==> src/hw/rtl/ujc_pkg.sv <==
// ----------------------------------------------------------------------------
// UTF-8 Hangul jamo composer: package
// Item types, the command passed from the decoder to the serialiser, Hangul
// constants and the UTF-8 encoding helpers.
// ----------------------------------------------------------------------------
package ujc_pkg;

  typedef struct packed {
    logic [7:0] in_byte;
    logic       in_last;
  } in_item_t;

  typedef struct packed {
    logic [7:0] out_byte;
    logic       out_last;
  } out_item_t;

  // One decoded step: flushed held code, then '?' marks, then a code point
  typedef struct packed {
    logic        fl_en;
    logic [15:0] fl_code;
    logic [2:0]  marks;
    logic [2:0]  cp_len;   // zero when no code point follows
    logic [20:0] cp;
    logic        last;
  } cmd_t;

  typedef enum logic [2:0] {
    HK_NONE = 3'b001,
    HK_L    = 3'b010,
    HK_LV   = 3'b100
  } held_kind_e;

  localparam logic [15:0] SYL_BASE  = 16'hAC00;
  localparam logic [15:0] L_BASE    = 16'h1100;
  localparam logic [15:0] V_BASE    = 16'h1161;
  localparam logic [15:0] T_BASE    = 16'h11A7;
  localparam int          L_COUNT   = 19;
  localparam int          V_COUNT   = 21;
  localparam int          T_COUNT   = 28;
  localparam int          PER_L     = V_COUNT * T_COUNT;
  localparam int          SYL_COUNT = L_COUNT * PER_L;
  localparam logic [20:0] MAX_CP    = 21'h10FFFF;
  localparam logic [20:0] SURR_LO   = 21'h00D800;
  localparam logic [20:0] SURR_HI   = 21'h00DFFF;
  localparam logic [7:0]  LEAD2_MIN = 8'hC2;
  localparam logic [7:0]  LEAD2_MAX = 8'hDF;
  localparam logic [7:0]  LEAD3_MIN = 8'hE0;
  localparam logic [7:0]  LEAD3_MAX = 8'hEF;
  localparam logic [7:0]  LEAD4_MIN = 8'hF0;
  localparam logic [7:0]  LEAD4_MAX = 8'hF4;
  localparam logic [7:0]  MARK_BYTE = 8'h3F;

  // x / 7 as (x * 9363) >> 16, exact for x below 2^12
  localparam logic [13:0] DIV7_MUL  = 14'd9363;

  localparam int QDEPTH = 4;
  localparam int QPTR_W = $clog2(QDEPTH);
  localparam int QCNT_W = $clog2(QDEPTH + 1);

  function automatic logic [2:0] utf8_len(input logic [20:0] cp);
    logic [2:0] len;
    if (cp <= 21'h7F) begin
      len = 3'd1;
    end else if (cp <= 21'h7FF) begin
      len = 3'd2;
    end else if (cp <= 21'hFFFF) begin
      len = 3'd3;
    end else begin
      len = 3'd4;
    end
    return len;
  endfunction

  function automatic logic [7:0] utf8_byte(input logic [20:0] cp, input logic [2:0] len,
                                           input logic [1:0] j);
    logic [7:0] b;
    b = 8'h00;
    unique case (len)
      3'd1: b = cp[7:0];
      3'd2: b = (j == 2'd0) ? {3'b110, cp[10:6]} : {2'b10, cp[5:0]};
      3'd3: begin
        unique case (j)
          2'd0:    b = {4'b1110, cp[15:12]};
          2'd1:    b = {2'b10, cp[11:6]};
          default: b = {2'b10, cp[5:0]};
        endcase
      end
      3'd4: begin
        unique case (j)
          2'd0: b = {5'b11110, cp[20:18]};
          2'd1: b = {2'b10, cp[17:12]};
          2'd2: b = {2'b10, cp[11:6]};
          2'd3: b = {2'b10, cp[5:0]};
        endcase
      end
      default: b = 8'h00;
    endcase
    return b;
  endfunction

endpackage

==> src/hw/rtl/ujc_queue.sv <==
// ----------------------------------------------------------------------------
// UTF-8 Hangul jamo composer: command queue
// Short register queue between the decoder and the byte serialiser.
// ----------------------------------------------------------------------------
module ujc_queue (
  input  logic          clk_i,
  input  logic          rst_ni,
  input  logic          push_i,
  input  ujc_pkg::cmd_t entry_i,
  input  logic          pop_i,
  output logic          full_o,
  output logic          empty_o,
  output ujc_pkg::cmd_t head_o
);

  ujc_pkg::cmd_t                   mem_q [ujc_pkg::QDEPTH];
  logic [ujc_pkg::QPTR_W-1:0]      wptr_q, wptr_d;
  logic [ujc_pkg::QPTR_W-1:0]      rptr_q, rptr_d;
  logic [ujc_pkg::QCNT_W-1:0]      cnt_q, cnt_d;
  logic                            do_push, do_pop;

  assign full_o  = (cnt_q == ujc_pkg::QCNT_W'(ujc_pkg::QDEPTH));
  assign empty_o = (cnt_q == '0);
  assign head_o  = mem_q[rptr_q];

  assign do_push = push_i && !full_o;
  assign do_pop  = pop_i && !empty_o;

  always_comb begin
    wptr_d = do_push ? wptr_q + 1'b1 : wptr_q;
    rptr_d = do_pop ? rptr_q + 1'b1 : rptr_q;
    cnt_d  = cnt_q;
    if (do_push && !do_pop) begin
      cnt_d = cnt_q + 1'b1;
    end else if (do_pop && !do_push) begin
      cnt_d = cnt_q - 1'b1;
    end
  end

  always_ff @(posedge clk_i or negedge rst_ni) begin
    if (!rst_ni) begin
      wptr_q <= '0;
      rptr_q <= '0;
      cnt_q  <= '0;
    end else begin
      wptr_q <= wptr_d;
      rptr_q <= rptr_d;
      cnt_q  <= cnt_d;
    end
  end

  always_ff @(posedge clk_i) begin
    if (do_push) begin
      mem_q[wptr_q] <= entry_i;
    end
  end

endmodule

==> src/hw/rtl/ujc_front.sv <==
// ----------------------------------------------------------------------------
// UTF-8 Hangul jamo composer: decoder front end
// Validates UTF-8 sequences, composes conjoining jamo and turns each input
// byte into at most one command for the serialiser.
// ----------------------------------------------------------------------------
module ujc_front (
  input  logic              clk_i,
  input  logic              rst_ni,
  input  logic              accept_i,
  input  ujc_pkg::in_item_t in_item_i,
  output logic              cmd_valid_o,
  output ujc_pkg::cmd_t     cmd_o
);

  logic [20:0]         acc_q, acc_d;
  logic [2:0]          len_q, len_d;
  logic [2:0]          rcv_q, rcv_d;
  logic [15:0]         code_q, code_d;
  ujc_pkg::held_kind_e kind_q, kind_d;

  ujc_pkg::cmd_t cmd;
  logic [7:0]    b;
  logic [20:0]   acc_n;
  logic [2:0]    rcv_n;
  logic          bad, do_lead, do_acc, done;
  logic [20:0]   c;

  // classification of the code point handed to the composer
  logic          is_l, is_v, is_t, is_lv, lv_rng;
  logic [20:0]   lv_off;
  logic [11:0]   lv_x;
  logic [25:0]   lv_prod;
  logic [9:0]    lv_q;
  logic [11:0]   lv_r;
  logic [4:0]    l_idx, v_idx;
  logic [15:0]   lv_code;

  assign b = in_item_i.in_byte;

  always_comb begin
    is_l    = (c >= 21'(ujc_pkg::L_BASE)) &&
              (c < 21'(ujc_pkg::L_BASE) + 21'(ujc_pkg::L_COUNT));
    is_v    = (c >= 21'(ujc_pkg::V_BASE)) &&
              (c < 21'(ujc_pkg::V_BASE) + 21'(ujc_pkg::V_COUNT));
    is_t    = (c > 21'(ujc_pkg::T_BASE)) &&
              (c < 21'(ujc_pkg::T_BASE) + 21'(ujc_pkg::T_COUNT));
    lv_off  = c - 21'(ujc_pkg::SYL_BASE);
    lv_rng  = (c >= 21'(ujc_pkg::SYL_BASE)) && (lv_off < 21'(ujc_pkg::SYL_COUNT));
    // precomposed LV syllable: offset divisible by 28 = 4 * 7
    lv_x    = lv_off[13:2];
    lv_prod = 26'(lv_x) * 26'(ujc_pkg::DIV7_MUL);
    lv_q    = lv_prod[25:16];
    lv_r    = 12'(13'(lv_x) - ({lv_q, 3'b000} - {3'b000, lv_q}));
    is_lv   = lv_rng && (lv_off[1:0] == 2'b00) && (lv_r == '0);
    l_idx   = code_q[4:0];
    v_idx   = 5'(c[15:0] - ujc_pkg::V_BASE);
    lv_code = ujc_pkg::SYL_BASE + 16'(l_idx) * 16'(ujc_pkg::PER_L) +
              16'(v_idx) * 16'(ujc_pkg::T_COUNT);
  end

  always_comb begin
    acc_d   = acc_q;
    len_d   = len_q;
    rcv_d   = rcv_q;
    code_d  = code_q;
    kind_d  = kind_q;
    cmd     = '0;
    cmd.fl_code = code_q;
    cmd.last    = in_item_i.in_last;
    acc_n   = {acc_q[14:0], b[5:0]};
    rcv_n   = rcv_q + 3'd1;
    bad     = 1'b0;
    do_lead = 1'b0;
    do_acc  = 1'b0;
    done    = 1'b0;
    c       = '0;

    if (len_q == '0) begin
      do_lead = 1'b1;
    end else if (b[7:6] != 2'b10) begin
      // broken sequence: flush, mark what was taken, rescan this byte as a lead
      cmd.marks = rcv_q;
      if (kind_d != ujc_pkg::HK_NONE) cmd.fl_en = 1'b1;
      kind_d  = ujc_pkg::HK_NONE;
      code_d  = '0;
      len_d   = '0;
      rcv_d   = '0;
      acc_d   = '0;
      do_lead = 1'b1;
    end else if (rcv_n < len_q) begin
      acc_d = acc_n;
      rcv_d = rcv_n;
    end else begin
      bad = ((len_q == 3'd3) && (acc_n < 21'h800)) ||
            ((len_q == 3'd4) && (acc_n < 21'h10000)) ||
            ((acc_n >= ujc_pkg::SURR_LO) && (acc_n <= ujc_pkg::SURR_HI)) ||
            (acc_n > ujc_pkg::MAX_CP);
      len_d = '0;
      rcv_d = '0;
      acc_d = '0;
      if (bad) begin
        cmd.marks = len_q;
        if (kind_d != ujc_pkg::HK_NONE) cmd.fl_en = 1'b1;
        kind_d = ujc_pkg::HK_NONE;
        code_d = '0;
      end else begin
        do_acc = 1'b1;
        c      = acc_n;
      end
    end

    if (do_lead) begin
      if (!b[7]) begin
        do_acc = 1'b1;
        c      = {13'd0, b};
      end else if ((b >= ujc_pkg::LEAD2_MIN) && (b <= ujc_pkg::LEAD2_MAX)) begin
        len_d = 3'd2;
        acc_d = {16'd0, b[4:0]};
        rcv_d = 3'd1;
      end else if ((b >= ujc_pkg::LEAD3_MIN) && (b <= ujc_pkg::LEAD3_MAX)) begin
        len_d = 3'd3;
        acc_d = {17'd0, b[3:0]};
        rcv_d = 3'd1;
      end else if ((b >= ujc_pkg::LEAD4_MIN) && (b <= ujc_pkg::LEAD4_MAX)) begin
        len_d = 3'd4;
        acc_d = {18'd0, b[2:0]};
        rcv_d = 3'd1;
      end else begin
        cmd.marks = cmd.marks + 3'd1;
        if (kind_d != ujc_pkg::HK_NONE) cmd.fl_en = 1'b1;
        kind_d = ujc_pkg::HK_NONE;
        code_d = '0;
      end
    end

    if (do_acc) begin
      unique case (kind_d)
        ujc_pkg::HK_L: begin
          if (is_v) begin
            code_d = lv_code;
            kind_d = ujc_pkg::HK_LV;
            done   = 1'b1;
          end else begin
            cmd.fl_en = 1'b1;
          end
        end
        ujc_pkg::HK_LV: begin
          if (is_t) begin
            cmd.cp     = {5'd0, code_d + (c[15:0] - ujc_pkg::T_BASE)};
            cmd.cp_len = 3'd3;
            kind_d     = ujc_pkg::HK_NONE;
            code_d     = '0;
            done       = 1'b1;
          end else begin
            cmd.fl_en = 1'b1;
          end
        end
        default: ;
      endcase
      if (!done) begin
        kind_d = ujc_pkg::HK_NONE;
        code_d = '0;
        if (is_l) begin
          code_d = c[15:0];
          kind_d = ujc_pkg::HK_L;
        end else if (is_lv) begin
          code_d = c[15:0];
          kind_d = ujc_pkg::HK_LV;
        end else begin
          cmd.cp     = c;
          cmd.cp_len = ujc_pkg::utf8_len(c);
        end
      end
    end

    if (in_item_i.in_last) begin
      // end of string: mark an open sequence, write out anything held, clear all
      if (len_d != '0) begin
        cmd.marks = cmd.marks + rcv_d;
        if (kind_d != ujc_pkg::HK_NONE) cmd.fl_en = 1'b1;
        kind_d = ujc_pkg::HK_NONE;
      end
      if (kind_d != ujc_pkg::HK_NONE) begin
        cmd.cp     = {5'd0, code_d};
        cmd.cp_len = 3'd3;
      end
      acc_d  = '0;
      len_d  = '0;
      rcv_d  = '0;
      code_d = '0;
      kind_d = ujc_pkg::HK_NONE;
    end
  end

  assign cmd_o       = cmd;
  assign cmd_valid_o = accept_i && (cmd.fl_en || (cmd.marks != '0) || (cmd.cp_len != '0));

  always_ff @(posedge clk_i or negedge rst_ni) begin
    if (!rst_ni) begin
      acc_q  <= '0;
      len_q  <= '0;
      rcv_q  <= '0;
      code_q <= '0;
      kind_q <= ujc_pkg::HK_NONE;
    end else if (accept_i) begin
      acc_q  <= acc_d;
      len_q  <= len_d;
      rcv_q  <= rcv_d;
      code_q <= code_d;
      kind_q <= kind_d;
    end
  end

endmodule

==> src/hw/rtl/ujc_back.sv <==
// ----------------------------------------------------------------------------
// UTF-8 Hangul jamo composer: byte serialiser
// Walks the command at the queue head one output byte per transfer.
// ----------------------------------------------------------------------------
module ujc_back (
  input  logic               clk_i,
  input  logic               rst_ni,
  input  logic               head_valid_i,
  input  ujc_pkg::cmd_t      head_i,
  input  logic               pop_i,
  output logic               empty_o,
  output ujc_pkg::out_item_t out_item_o,
  output logic               head_pop_o
);

  logic [3:0] idx_q, idx_d;
  logic [3:0] fl_n, mk_end, total;
  logic [1:0] j;
  logic       is_end;
  logic [7:0] byte_sel;

  always_comb begin
    fl_n   = head_i.fl_en ? 4'd3 : 4'd0;
    mk_end = fl_n + 4'(head_i.marks);
    total  = mk_end + 4'(head_i.cp_len);
    is_end = (idx_q == total - 4'd1);
    j      = 2'(idx_q - mk_end);
    if (idx_q < fl_n) begin
      byte_sel = ujc_pkg::utf8_byte({5'd0, head_i.fl_code}, 3'd3, idx_q[1:0]);
    end else if (idx_q < mk_end) begin
      byte_sel = ujc_pkg::MARK_BYTE;
    end else begin
      byte_sel = ujc_pkg::utf8_byte(head_i.cp, head_i.cp_len, j);
    end
  end

  assign empty_o             = !head_valid_i;
  assign out_item_o.out_byte = byte_sel;
  assign out_item_o.out_last = head_i.last && is_end;
  assign head_pop_o          = head_valid_i && pop_i && is_end;

  always_comb begin
    idx_d = idx_q;
    if (head_valid_i && pop_i) begin
      // advance within the command, or drop back to its start for the next one
      idx_d = is_end ? 4'd0 : idx_q + 4'd1;
    end
  end

  always_ff @(posedge clk_i or negedge rst_ni) begin
    if (!rst_ni) begin
      idx_q <= '0;
    end else begin
      idx_q <= idx_d;
    end
  end

endmodule

==> src/hw/rtl/utf8_hangul_jamo_composer_unit.sv <==
// ----------------------------------------------------------------------------
// UTF-8 Hangul jamo composer
// Sanitises a UTF-8 byte stream and composes conjoining jamo into syllables.
//
//   channel  | direction | handshake     | payload
//   ---------+-----------+---------------+-------------------------------
//   input    | in        | push / full   | in_item_i  (in_byte, in_last)
//   result   | out       | pop / empty   | out_item_o (out_byte, out_last)
//
// Each input byte is decoded in the cycle it is accepted; one byte per cycle
// is taken while the four-entry command queue has room.
// An input byte yields 0 to 7 output bytes; the serialiser sends one byte per
// cycle while pop is high; the queued byte counts set the sustained rate.
// An item's command is registered in the queue before its result bytes show.
// Asynchronous active-low reset clears decoder state, queue and serialiser.
// ----------------------------------------------------------------------------
module utf8_hangul_jamo_composer_unit (
  input  logic               clk_i,
  input  logic               rst_ni,
  input  logic               push,
  output logic               full,
  input  ujc_pkg::in_item_t  in_item_i,
  output logic               empty,
  input  logic               pop,
  output ujc_pkg::out_item_t out_item_o
);

  logic          accept;
  logic          cmd_valid;
  ujc_pkg::cmd_t cmd;
  logic          q_empty;
  ujc_pkg::cmd_t head;
  logic          head_pop;

  assign accept = push && !full;

  ujc_front u_front (
    .clk_i       (clk_i),
    .rst_ni      (rst_ni),
    .accept_i    (accept),
    .in_item_i   (in_item_i),
    .cmd_valid_o (cmd_valid),
    .cmd_o       (cmd)
  );

  ujc_queue u_queue (
    .clk_i   (clk_i),
    .rst_ni  (rst_ni),
    .push_i  (cmd_valid),
    .entry_i (cmd),
    .pop_i   (head_pop),
    .full_o  (full),
    .empty_o (q_empty),
    .head_o  (head)
  );

  ujc_back u_back (
    .clk_i        (clk_i),
    .rst_ni       (rst_ni),
    .head_valid_i (!q_empty),
    .head_i       (head),
    .pop_i        (pop),
    .empty_o      (empty),
    .out_item_o   (out_item_o),
    .head_pop_o   (head_pop)
  );

endmodule

==> config.mk <==
export PLATFORM = sky130hd
export DESIGN_NAME = utf8_hangul_jamo_composer_unit
export DESIGN_NICKNAME = d
export VERILOG_FILES = /design/src/hw/rtl/ujc_pkg.sv /design/src/hw/rtl/ujc_queue.sv /design/src/hw/rtl/ujc_front.sv /design/src/hw/rtl/ujc_back.sv /design/src/hw/rtl/utf8_hangul_jamo_composer_unit.sv
export SDC_FILE = /design/constraint.sdc
export NUM_CORES = 1
export LEC_CHECK = 0
export BUFFER_PORTS_ARGS = -buffer_cell sky130_fd_sc_hd__buf_2
export CAP_MARGIN = 20
export CORE_MARGIN = 2
export CORE_UTILIZATION = 65
export DETAILED_ROUTE_END_ITERATION = 12
export PLACE_DENSITY = 0.82
export SLEW_MARGIN = 20
export SYNTH_ARGS = -nofsm -noshare
export SYNTH_HDL_FRONTEND = slang
export SYNTH_SLANG_ARGS = --single-unit
==> constraint.sdc <==
create_clock -name clk_i -period 15.05 [get_ports clk_i]
set_input_delay 0 -clock clk_i [delete_from_list [all_inputs] [get_ports clk_i]]
set_output_delay 0 -clock clk_i [all_outputs]
set_load 0.01 [all_outputs]
# Yosys cells after proc, flatten, opt, wreduce, memory -nomap -nowiden
# Memories as Yosys holds them, arrays and structs flattened.
# Index checks and enable logic that the tools add are counted.
dict set report totals {
  wordCells 250
  ramBits 180
  reg_bits 57
  mem_count 1
}
dict set report classes {
  magnitude_cmp 25
  n_reduce_logical 40
  addsub 20
  n_mul 3
  mux 133
  n_eq_ne 19
}
# memory words word_bits read_ports rd_clocked_by_memory_dff write_ports line_no
set memory_table {}
lappend memory_table {u_queue.mem_q 4 45 1 0 1 ujc_queue.sv:16} ;# ujc_pkg::cmd_t mem_q [ujc_pkg::QDEPTH];
# op count
set op_table {}
lappend op_table {{2-to-1 mux 21 bit} 15}
lappend op_table {{2-to-1 mux 16 bit} 16}
lappend op_table {{2-to-1 mux 3 bit} 51}
lappend op_table {{2-to-1 mux 24 bit} 6}
lappend op_table {{case mux 8 bit (4 select lines)} 2}
lappend op_table {{less-than comparator 21 x 13 -> 1 bit (second input constant)} 3}
lappend op_table {{greater-or-equal comparator 21 x 13 -> 1 bit (second input constant)} 2}
lappend op_table {{greater-or-equal comparator 21 x 16 -> 1 bit (second input constant)} 2}
lappend op_table {{less-or-equal comparator 21 x 16 -> 1 bit (second input constant)} 2}
lappend op_table {{case mux 16 bit (2 select lines)} 1}
lappend op_table {{2-to-1 mux 1 bit} 30}
lappend op_table {{case mux 7 bit (2 select lines)} 2}
lappend op_table {{2-to-1 mux 27 bit} 1}
lappend op_table {{multiplier 12 x 14 -> 26 bit (second input constant)} 1}
lappend op_table {{greater-or-equal comparator 8 bit (second input constant)} 3}
lappend op_table {{less-or-equal comparator 8 bit (second input constant)} 3}
lappend op_table {{2-to-1 mux 23 bit} 1}
lappend op_table {{> comparator 21 x 13 -> 1 bit (second input constant)} 1}
lappend op_table {{> comparator 21 bit (second input constant)} 1}
lappend op_table {{less-or-equal comparator 21 x 11 -> 1 bit (second input constant)} 1}
lappend op_table {{less-or-equal comparator 21 x 7 -> 1 bit (second input constant)} 1}
lappend op_table {{logical AND 1 bit} 21}
lappend op_table {{less-than comparator 21 x 12 -> 1 bit (second input constant)} 1}
lappend op_table {{less-than comparator 21 x 14 -> 1 bit (second input constant)} 1}
lappend op_table {{44 further kinds} 72}

# Depth between registers and ports, before layout
# Gate-level depths: netlist (run 1).
dict set report depth {
  depth_word 35
  ltp_mapped 51
  ltp_nobuf 50
}

# Modules after synthesis
# A second synthesis (run 1) with hierarchy kept.
dict set report hier_totals {
  cells_unflattened 1630
  area_unflattened_um2 17859.6
}
# module area_each_um2 cells_each n_inst
set modules_own_cells {}
lappend modules_own_cells {ujc_front 9616.7 1201 1}
lappend modules_own_cells {ujc_queue 6939.2 271 1}
lappend modules_own_cells {ujc_back 1286.2 156 1}
lappend modules_own_cells {utf8_hangul_jamo_composer_unit 17.5 2 1}

# Least setup slack after synthesis (run 1)
# No wires, ideal clock.
dict set report synth_timing {
  kind {register -> register}
  from {reg u_front.rcv_q[0]}
  to {mem u_queue.mem_q[0][0] in the netlist's numbering, enable pin}
  period_less_slack_ns 11.700
  setup_time_ns 0.407
  setup_slack_ns 3.350
  required_time_ns 14.643
  path_buffers 1
  path_stages_with_launch 42
  t_arrival_ns 11.293
  cell_sequence {dfrtp_1 ha_1 xor2_1 ha_1 a21o_1 a31oi_1 nor3_1 and3_1 ha_1 clkbuf_1 xor2_1 ha_1 inv_1 fa_1 fa_1 fa_1 fa_1 inv_1 (+6 left out) o21a_1 o21a_1 o21a_1 o22ai_1 mux2i_1 or2_2 fa_1 ha_1 o211a_1 nand3_1 a21bo_2 nor2b_1 o21ai_0 xnor3_2 o22ai_4 or3_4 a31oi_4 and2_1}
}
dict set report synth_between {
  elab_chain_len 28
}
# item line_no
set synth_rtl {}
lappend synth_rtl {{from (decl)} ujc_front.sv:17} ;# logic [2:0] rcv_q, rcv_d;
lappend synth_rtl {{from (signal assigned)} ujc_front.sv:208} ;# rcv_q <= rcv_d;
lappend synth_rtl {{adder 3 x 1 -> 3 bit} ujc_front.sv:71} ;# rcv_n = rcv_q + 3'd1;
lappend synth_rtl {{less-than comparator 3 bit} ujc_front.sv:90} ;# end else if (rcv_n < len_q) begin
lappend synth_rtl {{2-to-1 mux 21 bit} ujc_front.sv:90}
lappend synth_rtl {{2-to-1 mux 21 bit} ujc_front.sv:80} ;# end else if (b[7:6] != 2'b10) begin
lappend synth_rtl {{2-to-1 mux 21 bit} ujc_front.sv:78} ;# if (len_q == '0) begin
lappend synth_rtl {{2-to-1 mux 21 bit} ujc_front.sv:113} ;# if (!b[7]) begin
lappend synth_rtl {{2-to-1 mux 21 bit} ujc_front.sv:112} ;# if (do_lead) begin
lappend synth_rtl {{subtractor 21 x 16 -> 21 bit} ujc_front.sv:47} ;# lv_off = c - 21'(ujc_pkg::SYL_BASE);
lappend synth_rtl {{(+13 left out)} --}
lappend synth_rtl {{2-to-1 mux 27 bit} ujc_front.sv:176} ;# if (in_item_i.in_last) begin
lappend synth_rtl {{nonzero test 3 bit} ujc_front.sv:196} ;# assign cmd_valid_o = accept_i && (cmd.fl_en || (cmd.marks != '0) || (cmd.cp_len != '0));
lappend synth_rtl {{logical OR 1 bit (*)} ujc_front.sv:196}
lappend synth_rtl {{logical AND 1 bit (*)} ujc_front.sv:196}
lappend synth_rtl {{logical AND 1 bit (*)} ujc_queue.sv:26} ;# assign do_push = push_i && !full_o;
lappend synth_rtl {{via u_queue.do_push} ujc_queue.sv:20} ;# logic do_push, do_pop;
lappend synth_rtl {{2-to-1 mux 1 bit (*)} ujc_queue.sv:53} ;# if (do_push) begin
lappend synth_rtl {{2-to-1 mux 1 bit (not written as such) (*)} ujc_queue.sv:54} ;# mem_q[wptr_q] <= entry_i;
lappend synth_rtl {{to (decl)} ujc_queue.sv:16}
# The timed path passes the listed nets; every way through them passes the cells marked *. The select of a mux whose other input is x is not followed.

# Worst setup path in the final report (run 1)
dict set report layout_timing {
  from {reg u_front.rcv_q[0]}
  to {mem u_queue.mem_q[0][36] in the netlist's numbering, enable pin}
}
# Same word-level chain as after synthesis.

==> impl_metrics.ini, run 1 <==
[timing]
tightest_slew_ns = 1.01
fin_ws_ns = 1.53
rsz0062_at_grt = no
fin_skew_ns = 0.0111
setup_tns_ns = 0
period_share_pct = 89.9
max-slew-margin-rel_pct = 31.8
max_freq_ghz = 0.0739
finalHoldViolations = 0
drv_slew = 0
holdWs_ns = 0.0402
finalSetupViolations = 0
final.min_clock_period_ns = 13.52

[critical_path]
cpMostUsedCell = ha_1
slowest_stage = and2_2
arrival_ns = 13.72
worstSetupEndpointType = flop
critPathLaunch = u_front.rcv_q[0]
critPathKind = reg2reg
crit_fanout = 32
rr_worst_depth = 43
start_kind = flop
r2r-start = u_front.rcv_q[0]
crit_required_ns = 15.25
slowest_delay_ns = 0.79
crit-reg2reg-capture = u_queue.mem_q[0][36]
r2r_setup_slack_ns = 1.53

[power_and_ir_drop]
worst_ir_drop_vdd_uv = 319
pwr_density_cell_mw_per_mm2 = 153
p_leak_nw = 7.97
p_total_mw = 2.84

[outcome]
status = finished clean

[die]
ios = 24
dieWidth_um = 167
start_util_pct = 66.2
die_area_mm2 = 0.0279
core_mm2 = 0.0261
rows = 59
die_height_um = 167

[clock_tree]
cts_tree = yes
cts_resized = 0
clock-sinks = 231
insertion_delay_ns = 0.51
clk_pin_slew_ns = 0.06
clk_path_buf_depth = 3
clockRootBuffer = clkbuf_16
cts-buffers-inserted = 22
cts.htree.levels = 1

[place]
gp_congestion = 0.993
dp_slack_ns = 1.70
portBuffers = 23
place_hpwl_mm = 33.0
dp.cells = 1883

[min_path]
hold_depth = 5
hold_path_end = u_front.len_q[0]
hp-start = in_item_i[7]
hold_path_class = in2reg

[global_routing]
grt_util_all_layers_pct = 33.3
grtUsageMet3_pct = 4.02
grt_use_met1_pct = 43.2
antenna_found_initial = 0
grt-ovfl-total = 0
grt_pass1_wl_mm = 73.1
use_met2_pct = 57.1
grt.busiest_layer = met2
grt_max_degree = 52
first_global_vias = 13200

[detailed_routing]
wl_per_cell_um = 23.7
final_antenna_net_count = 0
drt-total-wl_mm = 45.8
viasPerCell = 6.75
drc = 0
drt_iter0_drc = 1390
dr.pass1.iters = 10
vias = 13000

[synthesis]
synth_warnings = 0
yosysSeqAreaShare_pct = 38.7
synth_cell_type_count = 99
synth_nets = 1824
syn_avg_cell_area_um2 = 11.0
syn_area_mm2 = 0.0172
synthCells = 1566
ys.flop_type = edfxtp_1
synth-seq-cells = 231
synth_edf_count = 180
async_flop_share_pct = 22.1

[finish]
synthToLayoutAreaGrowth_pct = 7.63
diodes = 0
num-nets-final = 1839
finalNonFillerCells = 1932
drive_gt1_share_pct = 11.0
n_fill_cell = 1816

[run]
maxCapViolCount = 0
==> worst max-delay path: cells and delay by family, from the launching register on <==
| family | cells | cell delay [ns] |
|---|---|---|
| AO/OA/AOI/OAI | 13 | 2.95 |
| AND/OR/NAND/NOR | 10 | 3.32 |
| buffers and inverters | 5 | 0.77 |
| adder cells (fa/ha/maj) | 11 | 4.37 |
| XOR/XNOR | 3 | 1.15 |
| multiplexers | 1 | 0.16 |
| flip-flops | 1 | 0.44 |
==> logic make-up after synthesis <==
family,count (synthesis),share of synthesized area [%]
adders and majority gates,245,19.5
and+or+nand+nor,396,11.6
DFF,231,38.7
xor gates and xnor gates,65,3.43
buffers and inverters,196,4.51
AOI/OAI and AO/OA,372,15.2
muxes,61,7.02
==> metal layers <==
metal / up-vias / wire length, um
li1: 5852 / -
met1: 6361 / 17700
met2: 666 / 22400
met3: 156 / 3590
met4: 0 / 2070
met5: - / 0
==> sequential cells by signal, summed over array words and instances (netlist names), 3 cells and up <==
name / flops
u_back.idx_q: 4
u_front.kind_q: 3
u_queue.cnt_q: 3
u_queue.mem_q: 180
u_front.acc_q: 15
u_front.rcv_q: 3
u_front.code_q: 16
u_front.len_q: 3
==> what timing repair did <==
item                      4_1_cts  5_1_grt
hold endpoints to repair       68        0
setup buffers                   0        0
hold buffers                    9        0
==> how the worst max path moves through the flow <==
stage,end,slack (ns),cells after the start
6_report,u_queue.mem_q[0][36],1.53,43
4_1_cts,u_queue.mem_q[0][40],1.65,44
5_1_grt,u_queue.mem_q[0][40],0.68,44
3_5_place_dp,u_queue.mem_q[0][40],1.70,44
3_3_place_gp,u_queue.mem_q[0][39],2.06,43
2_1_floorplan,u_queue.mem_q[0][0],3.35,41
==> cell usage in the layout (no fill, tap or decap), drive strengths merged, types with 39 or more instances in the layout <==
| cell | count |
|---|---|
| inv | 140 |
| buf | 39 |
| ha | 205 |
| a21oi | 87 |
| mux4 | 47 |
| edfxtp | 180 |
| nand2 | 133 |
| dfrtp | 50 |
| nor2 | 79 |
| fa | 40 |
| o21ai | 61 |
==> per-stage QoR <==
step,area [um^2],util [%]
CTS,18500,71.2
floorplan,17200,-
finish,18600,71.2
global route,18600,71.2
detailed placement,17700,67.8
global placement,17700,67.8
==> layout make-up <==
type                       count  area, um^2  share of cell area, %
clock inverter                12         208                   1.12
clock buffer                  28         594                   3.20
sequential                   231        6690                   36.0
multi-input combinational   1139        9810                   52.8
tap                          335         419                   2.26
timing repair buffer          48         325                   1.75
inverter                     139         522                   2.81
==> power breakdown <==
| group | switching [mW] | internal (mW) | total (mW) |
|---|---|---|---|
| Clock | 0.242 | 0.369 | 0.612 |
| Combinational | 0.795 | 0.564 | 1.36 |
| Sequential | 0.0676 | 0.800 | 0.867 |
| Total | 1.11 | 1.73 | 2.84 |
==> synthesized netlist by cell type (all sizes together) (18+ instances only) <==
library cell | count | area (um^2)
a21o | 27 | 203
a21oi | 87 | 447
a22o | 24 | 210
and2 | 19 | 120
buf | 21 | 121
clkbuf | 36 | 135
dfrtp | 50 | 1250
edfxtp | 180 | 5410
fa | 40 | 801
ha | 205 | 2560
inv | 139 | 522
mux4 | 47 | 1060
nand2 | 133 | 507
nand2b | 18 | 113
nand3 | 21 | 105
nor2 | 79 | 302
nor3 | 27 | 140
o21ai | 61 | 320
xnor2 | 34 | 305
xor2 | 30 | 263
Power figures use the tool's default switching activity.
==> inputs of run 2 (changes only) <==
ABC_AREA = 1   (was default)
==> impl_metrics.ini, run 2 <==
[finish]
diodes = 0
num-nets-final = 2341
synthToLayoutAreaGrowth_pct = 7.87
n_fill_cell = 2108
regArea_mm2 = 0.00668
layout_commonest_cell = nand2_1
top_regs = u_queue.mem_q x180, u_front.code_q x16, u_front.acc_q x15
regMostFlops = u_queue.mem_q
mostFrequentLayoutCells = 351 x nand2_1, 286 x inv_1, 205 x ha_1
largest_reg_flops = 180
multi_input_area_mm2 = 0.0100
drive_gt1_share_pct = 9.00
postLayoutCellArea_mm2 = 0.0195
finalNonFillerCells = 2479

[clock_tree]
cts.htree.levels = 1
cts_setup_buffers = 0
clk_pin_slew_ns = 0.06
cts_tree = yes
insertion_delay_ns = 0.54
clk_path_buf_depth = 3
cts-buffers-inserted = 24
clockRootBuffer = clkbuf_16
clock-sinks = 231

[detailed_routing]
vias = 15100
final_antenna_net_count = 0
drt_iter0_drc = 1545
wl_per_cell_um = 19.7
dr.pass1.iters = 5
drc = 0
drt-total-wl_mm = 48.8
viasPerCell = 6.10

[global_routing]
first_global_vias = 14700
grt_max_degree = 55
grt_pass1_wl_mm = 76.2
grt_util_all_layers_pct = 33.6
grt-ovfl-total = 0
antenna_found_initial = 1

[min_path]
hold_path_class = in2reg
hold_depth = 5
hp-start = in_item_i[7]
hold_path_end = u_front.len_q[0]

[power_and_ir_drop]
worst_ir_drop_vdd_uv = 140
p_clk_share_pct = 20.1
p_leak_nw = 9.14
pwr-share-seq_pct = 27.2
switchingPower_mw = 1.39
pwr_density_cell_mw_per_mm2 = 160
combPwrFrac_pct = 52.7
internal_power_mw = 1.73
sw_frac_of_total_pct = 44.6

[timing]
finalSetupViolations = 0
final.min_clock_period_ns = 11.43
fin_skew_ns = 0.0345
finalHoldViolations = 0
max-slew-margin-rel_pct = 23.1
max_freq_ghz = 0.0875
period_share_pct = 76.0
setup_tns_ns = 0
tightest_slew_ns = 1.12
rsz0062_at_grt = no
drv_slew = 0

[synthesis]
synth-seq-cells = 231
async_flop_share_pct = 22.1
synth_cell_type_count = 77
synth_edf_count = 180
syn_avg_cell_area_um2 = 8.79
syn_area_mm2 = 0.0181
synth.most_common_cell = nand2_1
synth_nets = 2317
synthCells = 2059
yosysTopAreaCell = edfxtp_1
synth_warnings = 0
yosysSeqAreaShare_pct = 36.9
synthTopCellsByArea = edfxtp_1 30%, ha_1 14%, nand2_1 7.3%
synth_top_area_share_pct = 29.9
ys.flop_type = edfxtp_1
synth_common_cells = 351 x nand2_1, 287 x inv_1, 205 x ha_1

[run]
maxCapViolCount = 0

[die]
core_mm2 = 0.0276
die_area_mm2 = 0.0292
dieWidth_um = 171
rows = 61
ios = 24
start_util_pct = 65.5
die_height_um = 171

[place]
gp_congestion = 1.07
placed_cell_area_mm2 = 0.0186
dp.cells = 2425
place_hpwl_mm = 36.1
portBuffers = 23

[critical_path]
critPathKind = reg2reg
start_kind = flop
worstSetupEndpointType = flop
r2r-start = u_front.rcv_q[0]
slowest_stage = fa_1
cpMostUsedCell = nand2_1
crit-reg2reg-capture = u_queue.mem_q[3][16]
rr_worst_depth = 53
arrival_ns = 11.58
crit_required_ns = 15.20
r2r_setup_slack_ns = 3.62
crit_fanout = 37
critPathLaunch = u_front.rcv_q[0]
slowest_delay_ns = 0.56

[outcome]
status = finished clean
-- run 2: what timing repair did --
item                                   CTS  global route
hold buffers                            10             0
resized for setup                        0             0
endpoints found under the hold margin   64             0
-- run 2: routing by layer --
metal / global-route usage (%) / up-vias / wire (um)
li1: - / 7104 / -
met1: 42.9 / 7154 / 19400
met2: 57.9 / 719 / 23400
met3: 4.09 / 156 / 3700
met4: 14.7 / 0 / 2360
met5: 0 / - / 0
-- run 2: power by group through the flow --
stage | Clock (mW) | Combinational [mW] | Sequential (mW)
after global placement | 0 | 1.56 | 0.856
final | 0.629 | 1.65 | 0.850
after detailed placement | 0 | 1.61 | 0.861
after global routing | 0.656 | 1.81 | 0.859
after floorplan | 0 | 1.15 | 0.855
after CTS | 0.634 | 1.62 | 0.849
-- run 2: layout make-up --
cell class / instances / area share (%)
Clock buffer: 26 / 3.11
Inverter: 313 / 6.07
Sequential cell: 231 / 34.2
Clock inverter: 18 / 1.19
Tap cell: 378 / 2.42
Multi-Input combinational cell: 1466 / 51.3
Timing Repair Buffer: 47 / 1.64
-- run 2: how the worst max path moves through the flow --
| stage | endpoint | cells after the start |
|---|---|---|
| after floorplan | u_queue.mem_q[0][0] | 51 |
| after global placement | u_queue.mem_q[3][9] | 53 |
| after detailed placement | u_queue.cnt_q[2] | 56 |
| after CTS | u_queue.mem_q[3][11] | 51 |
| after global routing | u_queue.cnt_q[2] | 58 |
| final | u_queue.mem_q[3][16] | 53 |
-- run 2: critical path, delay by kind of cell, from the launching register on --
family	cells	cell delay (ns)
xor gates and xnor gates	3	0.64
AOI/OAI and AO/OA	8	1.30
and+or+nand+nor	22	3.08
adders and majority gates	11	4.37
DFF	1	0.42
buffers and inverters	9	1.21
-- run 2: cells by family after synthesis --
kind of cell,Yosys count,share of synthesized area (%)
AOI/OAI and AO/OA,418,14.2
adders and majority gates,245,18.6
buffers and inverters,362,7.86
muxes,4,0.235
DFF,231,36.9
xor gates and xnor gates,60,2.95
and+or+nand+nor,739,19.2
-- run 2: per-stage QoR --
step | hold WS, ns | setup slack [ns] | util (%) | power [mW]
after floorplan | -0.296 | 3.88 | - | 2.01
after detailed placement | 0.167 | 3.76 | 67.3 | 2.47
after CTS | 0.0184 | 3.70 | 70.7 | 3.10
after global placement | 0.155 | 4.14 | 67.3 | 2.42
final | 0.0413 | 3.62 | 70.7 | 3.13
after global routing | 0.0917 | 2.83 | 70.7 | 3.32
==> inputs of run 3 (changes only) <==
clock period = 11.9 ns   (was 15.05 ns; I/O delays follow)
==> impl_metrics.ini, run 3 (synthesized netlist as in run 2, its figures left out) <==
[critical_path]
critPathKind = reg2reg
crit_required_ns = 12.29
cp-endpoint = u_queue.cnt_q[2]
start_kind = flop
rr_worst_depth = 57
slowest_stage = fa_1
cpMostUsedCell = inv_1
crit_fanout = 12
worstSetupEndpointType = flop
slowest_delay_ns = 0.53
arrival_ns = 11.54
critPathLaunch = u_front.rcv_q[0]
r2r-start = u_front.rcv_q[0]
crit-reg2reg-capture = u_queue.cnt_q[2]
r2r_setup_slack_ns = 0.75

[clock_tree]
insertion_delay_ns = 0.52
clk_path_buf_depth = 3
cts.htree.levels = 1
clk_pin_slew_ns = 0.06
cts_tree = yes
clock-sinks = 231
cts_setup_buffers = 0
cts-buffers-inserted = 24
clockRootBuffer = clkbuf_16

[timing]
max_freq_ghz = 0.0897
tightest_slew_ns = 1.04
period_share_pct = 93.7
setup_tns_ns = 0
drv_slew = 0
finalHoldViolations = 0
finalSetupViolations = 0
holdWs_ns = 0.0986
max-slew-margin-rel_pct = 29.0
final.min_clock_period_ns = 11.15
fin_skew_ns = 0.0133
rsz0062_at_grt = no

[finish]
diodes = 0
largest_reg_flops = 180
num-nets-final = 2345
utilization_pct = 70.6
mostFrequentLayoutCells = 351 x nand2_1, 286 x inv_1, 205 x ha_1
layout_commonest_cell = nand2_1
top_regs = u_queue.mem_q x180, u_front.code_q x16, u_front.acc_q x15
drive_gt1_share_pct = 9.26
synthToLayoutAreaGrowth_pct = 7.74
regMostFlops = u_queue.mem_q

[power_and_ir_drop]
p_leak_nw = 9.12
pwr_density_cell_mw_per_mm2 = 199
worst_ir_drop_vdd_uv = 173

[outcome]
status = finished clean

[die]
die_height_um = 171
dieWidth_um = 171
start_util_pct = 65.5
core_mm2 = 0.0276
rows = 61
die_area_mm2 = 0.0292
ios = 24

[detailed_routing]
drt_iter0_drc = 1488
vias = 15300
final_antenna_net_count = 0
wl_per_cell_um = 19.8
dr.pass1.iters = 7
viasPerCell = 6.15
drt-total-wl_mm = 49.1
drc = 0

[run]
maxCapViolCount = 0

[global_routing]
grt_util_all_layers_pct = 33.7
grt-ovfl-total = 0
grt_pass1_wl_mm = 76.6
antenna_found_initial = 0
first_global_vias = 14900
grt_max_degree = 55

[min_path]
hold_path_class = in2reg

[place]
place_hpwl_mm = 36.5
portBuffers = 23
gp_congestion = 1.07
## run 3: critical path: cells and delay by family, from the launching register on
kind	cells	cell delay, ns
AO/OA/AOI/OAI	8	1.24
XOR/XNOR	4	0.86
adder cells (fa/ha/maj)	13	4.65
buffers and inverters	10	0.89
flip-flops	1	0.41
AND/OR/NAND/NOR	22	2.93
## run 3: layer usage
metal	GRT usage [%]	part of all wire (%)	vias up
met4	16.2	5.2	0
met3	4.53	7.9	185
met2	58.4	48	725
met5	0	0	-
met1	41.8	39	7240
li1	-	-	7109
## run 3: how the worst min path moves through the flow
stage	start	to	slack [ns]	depth (start not counted)
6_report	in_item_i[8]	u_front.len_q[0]	0.1	5
5_1_grt	in_item_i[8]	u_front.len_q[0]	0.1	5
4_1_cts	in_item_i[8]	u_front.len_q[0]	0.09	5
3_5_place_dp	rst_ni	u_queue.rptr_q[1]	0.18	2
3_3_place_gp	rst_ni	u_queue.rptr_q[1]	0.15	2
2_1_floorplan	rst_ni	u_back.idx_q[0]	-0.30	0
## run 3: timing repair
action,in CTS,in global routing
resized for setup,0,4
hold buffers,9,0
endpoints found under the setup margin,0,136
hold endpoints to repair,62,0
## run 3: cell type report
| class | count | area, um^2 |
|---|---|---|
| multi-input cells | 1467 | 10000 |
| well taps | 378 | 473 |
| clock inverters | 9 | 62.6 |
| repair buffers | 50 | 353 |
| flip-flops and latches | 231 | 6680 |
| inverters | 313 | 1180 |
| clock buffers | 35 | 693 |
| fillers | 2129 | 8130 |
## run 3: where the power goes
part	leakage [nW]	total [mW]	internal [mW]	switching [mW]
sequential	2.37	1.07	1.02	0.0490
combinational	6.40	2.09	0.691	1.40
clock	0.356	0.714	0.407	0.307
## run 3: metrics by stage
step | worst slack [ns] | instance area (um^2) | power (mW) | instances
2_1_floorplan | 0.733 | 18100 | 2.54 | 2059
3_3_place_gp | 1.04 | 18600 | 3.06 | 2429
3_5_place_dp | 0.714 | 18600 | 3.13 | 2429
4_1_cts | 0.687 | 19500 | 3.85 | 2482
5_1_grt | 0.0430 | 19500 | 4.13 | 2483
6_report | 0.748 | 19500 | 3.88 | 2483
